===== src/rtl/ssbr_pkg.sv =====
// ----------------------------------------------------------------------------
// Slow serial receiver package
// Types and fixed constants shared by the receiver modules.
// ----------------------------------------------------------------------------
`timescale 1ns / 1ps
`default_nettype none

package ssbr_pkg;

    localparam int ELAPSED_WIDTH = 16;
    localparam int BYTE_WIDTH    = 8;
    localparam int COUNT_WIDTH   = 4;

    // Number of data bits in one frame.
    localparam logic [COUNT_WIDTH-1:0] DATA_BITS = 4'd8;

    // Bit period after reset, in microseconds.
    localparam int RESET_PERIOD = 10000;

    typedef struct packed {
        logic [ELAPSED_WIDTH-1:0] elapsed_us;
        logic                     rx_level;
    } t_poll;

    typedef struct packed {
        logic                  emit;
        logic [BYTE_WIDTH-1:0] data;
    } t_result;

endpackage

`default_nettype wire


===== src/rtl/ssbr_frame_ctl.sv =====
// ----------------------------------------------------------------------------
// Slow serial receiver frame control
// Holds the countdown, bit counter and assembly byte, and processes one
// registered poll per step.
// ----------------------------------------------------------------------------
`timescale 1ns / 1ps
`default_nettype none

module ssbr_frame_ctl #(
    parameter int PERIOD_WIDTH = 20
) (
    input  wire logic                    i_clk,
    input  wire logic                    i_rst_n,
    input  wire logic [PERIOD_WIDTH-1:0] i_period,
    input  wire logic                    i_step,
    input  wire ssbr_pkg::t_poll         i_poll,
    output ssbr_pkg::t_result            o_result
);

    localparam int TW = PERIOD_WIDTH + 4;
    localparam int DW = ((PERIOD_WIDTH + 2 > ssbr_pkg::ELAPSED_WIDTH) ?
                         PERIOD_WIDTH + 2 : ssbr_pkg::ELAPSED_WIDTH) + 2;

    logic                             r_receiving;
    logic [ssbr_pkg::COUNT_WIDTH-1:0] r_bit_count;
    logic signed [TW-1:0]             r_tts;
    logic [ssbr_pkg::BYTE_WIDTH-1:0]  r_shift;

    logic                             n_receiving;
    logic [ssbr_pkg::COUNT_WIDTH-1:0] n_bit_count;
    logic signed [TW-1:0]             n_tts;
    logic [ssbr_pkg::BYTE_WIDTH-1:0]  n_shift;
    logic                             n_emit;

    logic signed [DW-1:0] w_p;
    logic signed [DW-1:0] w_t;
    logic signed [DW-1:0] w_el;
    logic signed [DW-1:0] w_diff;
    logic signed [DW-1:0] w_neg2p;
    logic signed [DW-1:0] w_floor;
    logic signed [DW-1:0] w_sat;
    logic                 w_drop;

    assign w_p     = $signed({{(DW - PERIOD_WIDTH){1'b0}}, i_period});
    assign w_t     = DW'(r_tts);
    assign w_el    = $signed({{(DW - ssbr_pkg::ELAPSED_WIDTH){1'b0}}, i_poll.elapsed_us});
    assign w_diff  = w_t - w_el;
    assign w_neg2p = -(w_p <<< 1);
    assign w_floor = w_neg2p - DW'(1);
    assign w_drop  = w_diff < w_neg2p;
    assign w_sat   = w_drop ? w_floor : w_diff;

    always_comb begin
        n_receiving = r_receiving && !w_drop;
        n_bit_count = r_bit_count;
        n_tts       = TW'(w_sat);
        n_shift     = r_shift;
        n_emit      = 1'b0;
        if (!n_receiving) begin
            n_shift = '0;
            if (i_poll.rx_level) begin
                n_receiving = 1'b1;
                n_bit_count = '0;
                n_tts       = TW'(w_p + (w_p >>> 2));
            end
        end else if (w_sat[DW-1]) begin
            if (r_bit_count < ssbr_pkg::DATA_BITS) begin
                if (!i_poll.rx_level) begin
                    n_shift[r_bit_count[2:0]] = 1'b1;
                end
                n_tts       = TW'(w_sat + w_p);
                n_bit_count = r_bit_count + 4'd1;
            end else begin
                n_receiving = 1'b0;
                n_emit      = 1'b1;
            end
        end
    end

    assign o_result.emit = n_emit;
    assign o_result.data = r_shift;

    always_ff @(posedge i_clk) begin
        if (!i_rst_n) begin
            r_receiving <= 1'b0;
            r_bit_count <= '0;
            r_tts       <= '0;
            r_shift     <= '0;
        end else if (i_step) begin
            r_receiving <= n_receiving;
            r_bit_count <= n_bit_count;
            r_tts       <= n_tts;
            r_shift     <= n_shift;
        end
    end

`ifndef SYNTHESIS
    a_count_range: assert property (@(posedge i_clk) disable iff (!i_rst_n)
        r_bit_count <= ssbr_pkg::DATA_BITS)
        else $error("bit counter beyond frame length");

    a_emit_full: assert property (@(posedge i_clk) disable iff (!i_rst_n)
        o_result.emit |-> (r_receiving && r_bit_count == ssbr_pkg::DATA_BITS))
        else $error("byte emitted before all data bits were sampled");

    a_emit_idle: assert property (@(posedge i_clk) disable iff (!i_rst_n)
        (i_step && o_result.emit) |=> !r_receiving)
        else $error("receiver still busy after emitting a byte");
`endif

endmodule

`default_nettype wire


===== src/rtl/slow_serial_bit_receiver.sv =====
// ----------------------------------------------------------------------------
// Slow serial receiver
// Receives 8-bit frames on an inverted, polled serial line: a high level
// starts a frame, data bits are sampled least significant first with a low
// level read as one, and the stop level is not checked. Each request is one
// poll carrying the microseconds since the previous poll and the line level.
// One poll is accepted every clock cycle unless a held result stalls the input;
// a poll passes through an input register and the frame logic into the result
// register. The bit period is written through the configuration port; the user
// must write it only while the receiver is idle, which the block does not enforce.
// ----------------------------------------------------------------------------
`timescale 1ns / 1ps
`default_nettype none

module slow_serial_bit_receiver #(
    parameter int PERIOD_WIDTH = 20
) (
    input  wire logic                                i_clk,
    input  wire logic                                i_rst_n,
    input  wire logic                                i_cfg_we,
    input  wire logic [PERIOD_WIDTH-1:0]             i_cfg_data,
    input  wire logic                                i_in_valid,
    output logic                                     o_in_ready,
    input  wire logic [ssbr_pkg::ELAPSED_WIDTH-1:0]  i_elapsed_us,
    input  wire logic                                i_rx_level,
    output logic                                     o_out_valid,
    input  wire logic                                i_out_ready,
    output logic [ssbr_pkg::BYTE_WIDTH-1:0]          o_received_byte
);

    localparam logic [PERIOD_WIDTH-1:0] RESET_PERIOD =
        PERIOD_WIDTH'(ssbr_pkg::RESET_PERIOD % (2 ** PERIOD_WIDTH));

    logic [PERIOD_WIDTH-1:0]         r_period;
    logic                            r_in_valid;
    ssbr_pkg::t_poll                 r_poll;
    logic                            r_out_valid;
    logic [ssbr_pkg::BYTE_WIDTH-1:0] r_out_byte;

    logic              w_out_free;
    logic              w_step;
    ssbr_pkg::t_result w_result;

    assign w_out_free = !r_out_valid || i_out_ready;
    assign w_step     = r_in_valid && w_out_free;
    assign o_in_ready = !r_in_valid || w_out_free;

    always_ff @(posedge i_clk) begin
        if (!i_rst_n) begin
            r_period <= RESET_PERIOD;
        end else if (i_cfg_we) begin
            r_period <= i_cfg_data;
        end
    end

    always_ff @(posedge i_clk) begin
        if (!i_rst_n) begin
            r_in_valid <= 1'b0;
        end else if (o_in_ready) begin
            r_in_valid <= i_in_valid;
        end
    end

    always_ff @(posedge i_clk) begin
        if (o_in_ready && i_in_valid) begin
            r_poll.elapsed_us <= i_elapsed_us;
            r_poll.rx_level   <= i_rx_level;
        end
    end

    ssbr_frame_ctl #(
        .PERIOD_WIDTH(PERIOD_WIDTH)
    ) u_frame_ctl (
        .i_clk    (i_clk),
        .i_rst_n  (i_rst_n),
        .i_period (r_period),
        .i_step   (w_step),
        .i_poll   (r_poll),
        .o_result (w_result)
    );

    always_ff @(posedge i_clk) begin
        if (!i_rst_n) begin
            r_out_valid <= 1'b0;
        end else if (w_step && w_result.emit) begin
            r_out_valid <= 1'b1;
        end else if (i_out_ready) begin
            r_out_valid <= 1'b0;
        end
    end

    always_ff @(posedge i_clk) begin
        if (w_step && w_result.emit) begin
            r_out_byte <= w_result.data;
        end
    end

    assign o_out_valid     = r_out_valid;
    assign o_received_byte = r_out_byte;

`ifndef SYNTHESIS
    a_result_source: assert property (@(posedge i_clk) disable iff (!i_rst_n)
        $rose(r_out_valid) |-> $past(r_in_valid))
        else $error("result produced without a registered poll");

    a_no_overwrite: assert property (@(posedge i_clk) disable iff (!i_rst_n)
        (r_out_valid && !i_out_ready) |-> !w_step)
        else $error("frame logic stepped while the result was stalled");

    a_input_hold: assert property (@(posedge i_clk) disable iff (!i_rst_n)
        (r_in_valid && !w_out_free) |=> (r_in_valid && $stable(r_poll)))
        else $error("registered poll lost during a stall");
`endif

endmodule

`default_nettype wire

===== config.mk =====
export PLATFORM = sky130hd
export DESIGN_NAME = slow_serial_bit_receiver
export DESIGN_NICKNAME = d
export VERILOG_FILES = /design/src/rtl/ssbr_pkg.sv /design/src/rtl/ssbr_frame_ctl.sv /design/src/rtl/slow_serial_bit_receiver.sv
export SDC_FILE = /design/constraint.sdc
export NUM_CORES = 1
export LEC_CHECK = 0
export ABC_AREA = 0
export BUFFER_PORTS_ARGS = -buffer_cell sky130_fd_sc_hd__buf_2
export CORE_MARGIN = 2
export CORE_UTILIZATION = 67
export DETAILED_ROUTE_END_ITERATION = 8
export HOLD_SLACK_MARGIN = 0.06
export PLACE_DENSITY = 0.91
export SYNTH_ARGS = -nofsm -noshare
export SYNTH_HDL_FRONTEND = slang
export SYNTH_SLANG_ARGS = --single-unit

===== constraint.sdc =====
create_clock -name i_clk -period 17.72 [get_ports i_clk]
set_input_delay 0.886 -clock i_clk [delete_from_list [all_inputs] [get_ports i_clk]]
set_output_delay 0.886 -clock i_clk [all_outputs]
set_load 0.005 [all_outputs]

==> reports/results.ini, run 1 <==
[run_status]
status=finished, final reports clean

[timing]
setup_violations=0
hold_viol=0
tns_ns=0
fin_crit_sh=0.4434
finClkSkew_ns=0.01420
worstMarginPinSlew_ns=1.163
fin_crit_ns=7.857
slew_viol_final=0
rsz0062_at_grt=false
relSlewSlack=0.2216
max_freq_ghz=0.1273

[worst_setup_path]
startpoint_type=flop
end_kind=flop
required_ns=17.96
crit_type=reg -> reg
critPathMaxStageDelay_ns=0.65
arrival_ns=8.10
path_buf_inv=2
critical_path.top_delay_family=compound AO/OA/AOI/OAI gates
critPathMaxFanout=19
slowest_stage=o41ai_1

[grt]
grt_pass1_vias=6986
grt_max_degree=31
grt_antenna_before_repair=0
grt_remaining_overflow=0
grt_pass1_wl_mm=35.68
grtUsageTotal=0.3550

[finish]
n_antenna_cell=0
layout.nets=1094
fillCellCount=899
regArea_mm2=0.001932
areaGrowthSynthToFinish_pct=7.764
drive_gt1_frac=0.1089
multi_input_area_mm2=0.005513
fin_util=0.7377

[place]
hpwlAfterDp_mm=16.34
io_buffers=51
gp_routability_congestion=0.9920

[synthesis]
synthArstFlopShare=0
syn_nets=1068
yosys.area.top_type_share=0.1511
yosysSeqAreaShare=0.2472
synth-main-ff-cell=dfxtp_1
ys_warn_count=0
synth_cell_type_count=87
yosys_register_bits=84
synth_area_leaders=dfxtp_1, ha_1, edfxtp_1
syn_area_per_cell_um2=8.298
syn_area_mm2=0.007816
synth_edf_count=25
synth.largest_area_cell=dfxtp_1
netlist_instances=942

[cts]
hold_buffers=0
cts_sinks=84
cts_tree=done
clockBufferDepth=2
cts.clk_slew.worst_paths_ns=0.07
cts_setup_buffers=0
clock_latency_ns=0.37
cts_max_level=3
post_cts_resized=0
cts_buffers=9
clockRootBuffer=clkbuf_16

[routing]
postRouteAntennaNets=0
drtIter0Drc=1017
drc_errors=0
routed_via_density=6.724
drt_wl_total_mm=22.25
routedWlPerCell_um=19.94
vias=7504
firstDrtPassIters=5

[floorplan]
fp-row-count=39
fp.dieW_um=112.0
start_util=0.6845
die_h_um=112.0
die_area_mm2=0.01255
core_mm2=0.01142
ios=52

[hold_path]
hold_class=reg -> reg

[pwr]
finalPower_mw=0.9192
leakage_nw=3.682
power_density_mw_per_mm2=109.1
max-vdd-ir-drop_mv=0.1437

[flow_run]
drv_cap=0

placed cells by master (no fill, tap or decap), drive strengths merged, types with 15 or more instances in the layout:
| cell type | netlist | routed |
|---|---|---|
| dfxtp | 59 | 59 |
| xor2 | 31 | 31 |
| a21oi | 85 | 85 |
| nor3 | 26 | 26 |
| xnor2 | 51 | 51 |
| a21o | 23 | 23 |
| ha | 81 | 81 |
| mux2i | 27 | 27 |
| nand3 | 16 | 16 |
| o21ai | 56 | 56 |
| nor2b | 15 | 15 |
| buf | 18 | 57 |
| nor2 | 83 | 83 |
| inv | 49 | 53 |
| nand2 | 78 | 78 |
| a32o | 15 | 15 |
| edfxtp | 25 | 25 |
| a211oi | 18 | 18 |
sequential cells by signal, indices dropped and copies added (netlist names):
name and flops:
u_frame_ctl.r_shift 8, o_received_byte 8, o_out_valid 1, u_frame_ctl.r_bit_count 4
r_period 20, r_poll 17, u_frame_ctl.r_receiving 1, u_frame_ctl.r_tts 24
r_in_valid 1
synth_stat cells (4+ instances only):
cell type	count
o21a_1	9
nand2b_1	11
inv_1	47
o211ai_1	11
nor2b_1	15
nor2_1	82
mux2i_1	27
and2_1	7
xnor2_1	50
nor3_1	24
a211oi_1	17
o31ai_1	5
buf_2	9
nand4_1	4
a21oi_1	82
buf_1	6
a22o_1	5
or3_1	11
o21ai_1	8
a211o_1	6
a21o_1	23
clkbuf_1	24
a31oi_1	12
nand2_1	78
dfxtp_1	59
o21bai_1	4
a32o_1	15
ha_1	81
nand3_1	15
o21ai_0	47
xor2_1	31
and3_1	8
edfxtp_1	25
power by group:
part           internal (mW)  switching [mW]
Clock                  0.112          0.0903
Combinational          0.189           0.302
Sequential             0.210          0.0161
Total                  0.510           0.409
stage by stage:
stage	cell area (µm²)	setup WS (ns)	hold slack, ns	std cells
CTS	8423	10.01	0.4297	1116
global route	8423	9.327	0.4475	1116
global placement	8117	10.27	0.4153	1100
floorplan	7816	10.78	0.4086	942
finish	8423	9.863	0.4307	1116
detailed placement	8117	10.05	0.4160	1100
worst paths after layout:
kind / startpoint / to / slack, ns / cells after the start
worst min-delay path: u_frame_ctl.r_shift[7] / o_received_byte[7] / 0.43 / 0
worst max-delay path: u_frame_ctl.r_tts[0] / u_frame_ctl.r_tts[21] / 9.86 / 30
worst min register to register: u_frame_ctl.r_shift[7] / o_received_byte[7] / 0.43 / 0
worst max register to register: u_frame_ctl.r_tts[0] / u_frame_ctl.r_tts[21] / 9.86 / 30
per-layer routing:
layer  vias up  wire length [µm]  global-route usage
li1       3506                 -                   -
met1      3410              9436              0.4908
met2       515              9441              0.5430
met3        73              2743              0.1042
met4         0               631              0.1041
met5         -                 0                   0
cells by family (layout without fill, tap and decap cells):
group / Yosys count / count (layout) / synth area share
and+or+nand+nor: 281 / 281 / 0.1825
DFF: 84 / 84 / 0.2472
buffers and inverters: 93 / 124 / 0.04914
adders and majority gates: 84 / 84 / 0.1373
muxes: 31 / 31 / 0.04130
AOI/OAI and AO/OA: 287 / 287 / 0.2497
xor gates and xnor gates: 82 / 82 / 0.09285
final cells by class:
type	instances	area share
sequential	84	0.2294
clock inverter	7	0.009655
clock buffer	9	0.02674
timing repair buffer	57	0.03565
inverter	51	0.02288
tap	143	0.02124
multi-input combinational	765	0.6545
Power figures use the tool's default switching activity.
==> inputs of run 2 (changes only) <==
--- a/config.mk
+++ b/config.mk
@@ -5,13 +5,13 @@
 export SDC_FILE = /design/constraint.sdc
 export NUM_CORES = 1
 export LEC_CHECK = 0
-export ABC_AREA = 0
+export ABC_AREA = 1
 export BUFFER_PORTS_ARGS = -buffer_cell sky130_fd_sc_hd__buf_2
 export CORE_MARGIN = 2
-export CORE_UTILIZATION = 67
+export CORE_UTILIZATION = 57
 export DETAILED_ROUTE_END_ITERATION = 8
 export HOLD_SLACK_MARGIN = 0.06
-export PLACE_DENSITY = 0.91
+export PLACE_DENSITY = 0.83
 export SYNTH_ARGS = -nofsm -noshare
 export SYNTH_HDL_FRONTEND = slang
 export SYNTH_SLANG_ARGS = --single-unit
==> constraint.sdc (replaced) <==
create_clock -name i_clk -period 6.5 [get_ports i_clk]
set_input_delay 0.325 -clock i_clk [delete_from_list [all_inputs] [get_ports i_clk]]
set_output_delay 0.325 -clock i_clk [all_outputs]
set_load 0.005 [all_outputs]
==> run 2 against run 1 <==
Effect of this change:
- wire length increased by 10%
- count of clock-buffer cells in the layout unchanged
- global-route usage decreased by 2.7 points
- area after synthesis increased by 5.0%
- register-to-register slack got worse by 9.3 ns
- flip-flop and latch count unchanged
- combinational power increased by 150%
- largest cell class unchanged
- critical path type unchanged
- setup slack got worse by 9.3 ns
- maximum frequency increased by 33%
- critical path depth unchanged
- sequential share of layout area decreased by 1.2 points
==> reports/results.ini, run 2 <==
[finish]
largest_register=u_frame_ctl.r_tts
layout_common_cells=nand2_1, a21oi_1, inv_1
layout_commonest_cell=nand2_1
layout.nets=1362  ; +24%
n_antenna_cell=0  ; unchanged
largest_reg_flops=24  ; unchanged
fillCellCount=1331  ; +48%
design_area_mm2=0.008904  ; +5.7%
largest_registers=u_frame_ctl.r_tts (24), r_period (20), r_poll (17)
areaGrowthSynthToFinish_pct=8.492
drive_gt1_frac=0.1064  ; -0.002576

[synthesis]
synth_area_leaders=dfxtp_1, ha_1, nand2_1
syn_nets=1319  ; +24%
netlist_instances=1193  ; +27%
syn_area_per_cell_um2=6.879  ; -17%
synth_cell_type_count=53  ; -39%
synth_common_cells=nand2_1, a21oi_1, inv_1, o21ai_0, ha_1
synth-main-ff-cell=dfxtp_1
ys_warn_count=0  ; unchanged
synth.most_common_cell=nand2_1
synth.largest_area_cell=dfxtp_1
yosys_register_bits=84  ; unchanged
yosysSeqAreaShare=0.2354  ; -0.01176
synth_edf_count=25  ; unchanged
yosys.area.top_type_share=0.1439  ; -0.007188
synthArstFlopShare=0  ; unchanged
syn_area_mm2=0.008207  ; +5.0%

[routing]
drt_wl_total_mm=24.47  ; +10%
vias=8463  ; +13%
routed_via_density=5.956  ; -11%
drc_errors=0  ; unchanged
postRouteAntennaNets=0  ; unchanged
routedWlPerCell_um=17.22  ; -14%
firstDrtPassIters=5  ; unchanged
drtIter0Drc=949  ; -6.7%

[timing]
rsz0062_at_grt=false
whs_ns=0.1437  ; -0.2870 ns
worstMarginPinSlew_ns=0.8243  ; -0.3391 ns
relSlewSlack=0.4499  ; +0.2283
setup_violations=0  ; unchanged
fin_crit_ns=5.897  ; -1.959 ns
tns_ns=0  ; unchanged
finClkSkew_ns=0.008490  ; -0.005711 ns
fin_crit_sh=0.9073  ; +0.4639
slew_viol_final=0  ; unchanged
hold_viol=0  ; unchanged
max_freq_ghz=0.1696  ; +33%

[floorplan]
start_util=0.5867  ; -0.09786
fp-row-count=43  ; +10%
fp.dieW_um=124.0  ; +11%
die_h_um=124.0  ; +11%
ios=52  ; unchanged
die_area_mm2=0.01537  ; +23%
core_mm2=0.01399  ; +23%

[place]
dpl_cell_area_mm2=0.008603  ; +6.0%
hpwlAfterDp_mm=19.36  ; +18%
gp_routability_congestion=1.048  ; +5.6%
io_buffers=51  ; unchanged

[worst_setup_path]
slowest_stage=o21ai_0
crit_type=reg -> reg
critPathMaxStageDelay_ns=0.50  ; -0.15 ns
arrival_ns=6.17  ; -1.93 ns
startpoint_type=flop
critPathMostFrequentCell=o21ai_0
critPathMaxFanout=9  ; -10
required_ns=6.78  ; -11.18 ns
end_kind=flop

[cts]
cts.clk_slew.worst_paths_ns=0.07  ; about the same
cts_max_level=3  ; unchanged
clockRootBuffer=clkbuf_16
cts_buffers=9  ; unchanged
clockBufferDepth=2  ; unchanged
cts_tree=done
clock_latency_ns=0.36  ; about the same
cts_sinks=84  ; unchanged

[grt]
grtUsageTotal=0.3284  ; -0.02658
grt_remaining_overflow=0  ; unchanged
grt_max_degree=40  ; +29%
grt_pass1_wl_mm=38.76  ; +8.6%
grt_antenna_before_repair=0  ; unchanged
grt_pass1_vias=7741  ; +11%

[run_status]
status=finished, final reports clean

[pwr]
max-vdd-ir-drop_mv=0.1717  ; +20%
leakage_nw=4.144  ; +13%
power_density_mw_per_mm2=264.3  ; +140%

[hold_path]
hold_class=in -> reg

[flow_run]
drv_cap=0  ; unchanged

run 2: cell types whose count changed in the layout (fill, tap and decap cells not counted), sizes merged, moves of 29 or more:
cell   delta
a21oi    +51
inv      +79
nand2   +200
nand3    +56
nand4    +29
o21ai    +58
run 2: path summary, 6_finish.rpt:
path	from	to	slack [ns]	depth (start not counted)
max	u_frame_ctl.r_tts[0]	u_frame_ctl.r_tts[11]	0.60	30
min	i_elapsed_us[9]	r_poll[10]	0.14	1
max reg2reg	u_frame_ctl.r_tts[0]	u_frame_ctl.r_tts[11]	0.60	30
min reg2reg	u_frame_ctl.r_shift[5]	o_received_byte[5]	0.43	0
run 2: where the power goes:
part           internal [mW]  total, mW  switching, mW
Clock                  0.271      0.529          0.259
Sequential             0.571      0.610         0.0390
Combinational          0.413       1.21          0.800
Total                   1.25       2.35           1.10
run 2: cell families after synthesis:
kind of cell | Yosys count | synth area share
DFF | 84 | 0.2354
AOI/OAI and AO/OA | 299 | 0.1990
muxes | 1 | 0.001220
xor gates and xnor gates | 67 | 0.07242
and+or+nand+nor | 503 | 0.2860
adders and majority gates | 84 | 0.1308
buffers and inverters | 155 | 0.07516
run 2: final cells by class:
type,count,area (µm²),share of cell area
Clock inverter,7,70.07,0.007870
Clock buffer,9,225.2,0.02530
Timing Repair Buffer,57,300.3,0.03373
Multi-Input combinational cell,954,5663,0.6360
Inverter,130,488.0,0.05481
Tap cell,180,225.2,0.02530
Sequential cell,84,1932,0.2170
run 2: per-stage QoR:
step,power (mW),util,instances,setup WS [ns]
after floorplan,1.516,-,1193,1.457
after global placement,1.784,0.6150,1405,0.5769
after detailed placement,1.789,0.6150,1405,0.4987
after CTS,2.314,0.6361,1421,0.4601
after global routing,2.511,0.6365,1421,0.1190
final,2.353,0.6365,1421,0.6025
run 2: timing repair:
| action | in CTS | in global routing |
|---|---|---|
| hold buffers | 0 | 0 |
| buffers inserted | 0 | 0 |
| gates resized for setup | 0 | 2 |
| setup endpoints to repair | 0 | 2 |
run 2: worst max-delay path: cells and delay by family, from the launching register on:
kind	cells	cell delay, ns
AO/OA/AOI/OAI	14	2.89
adder cells (fa/ha/maj)	4	1.25
AND/OR/NAND/NOR	7	0.86
XOR/XNOR	2	0.32
flip-flops	1	0.31
buffers and inverters	3	0.21
run 2: routing by layer:
layer | global-route usage | vias to the layer above | part of all wire
li1 | - | 4174 | -
met5 | 0 | - | 0
met1 | 0.4554 | 3830 | 0.44
met4 | 0.1046 | 0 | 0.026
met3 | 0.04350 | 56 | 0.087
met2 | 0.5295 | 403 | 0.44
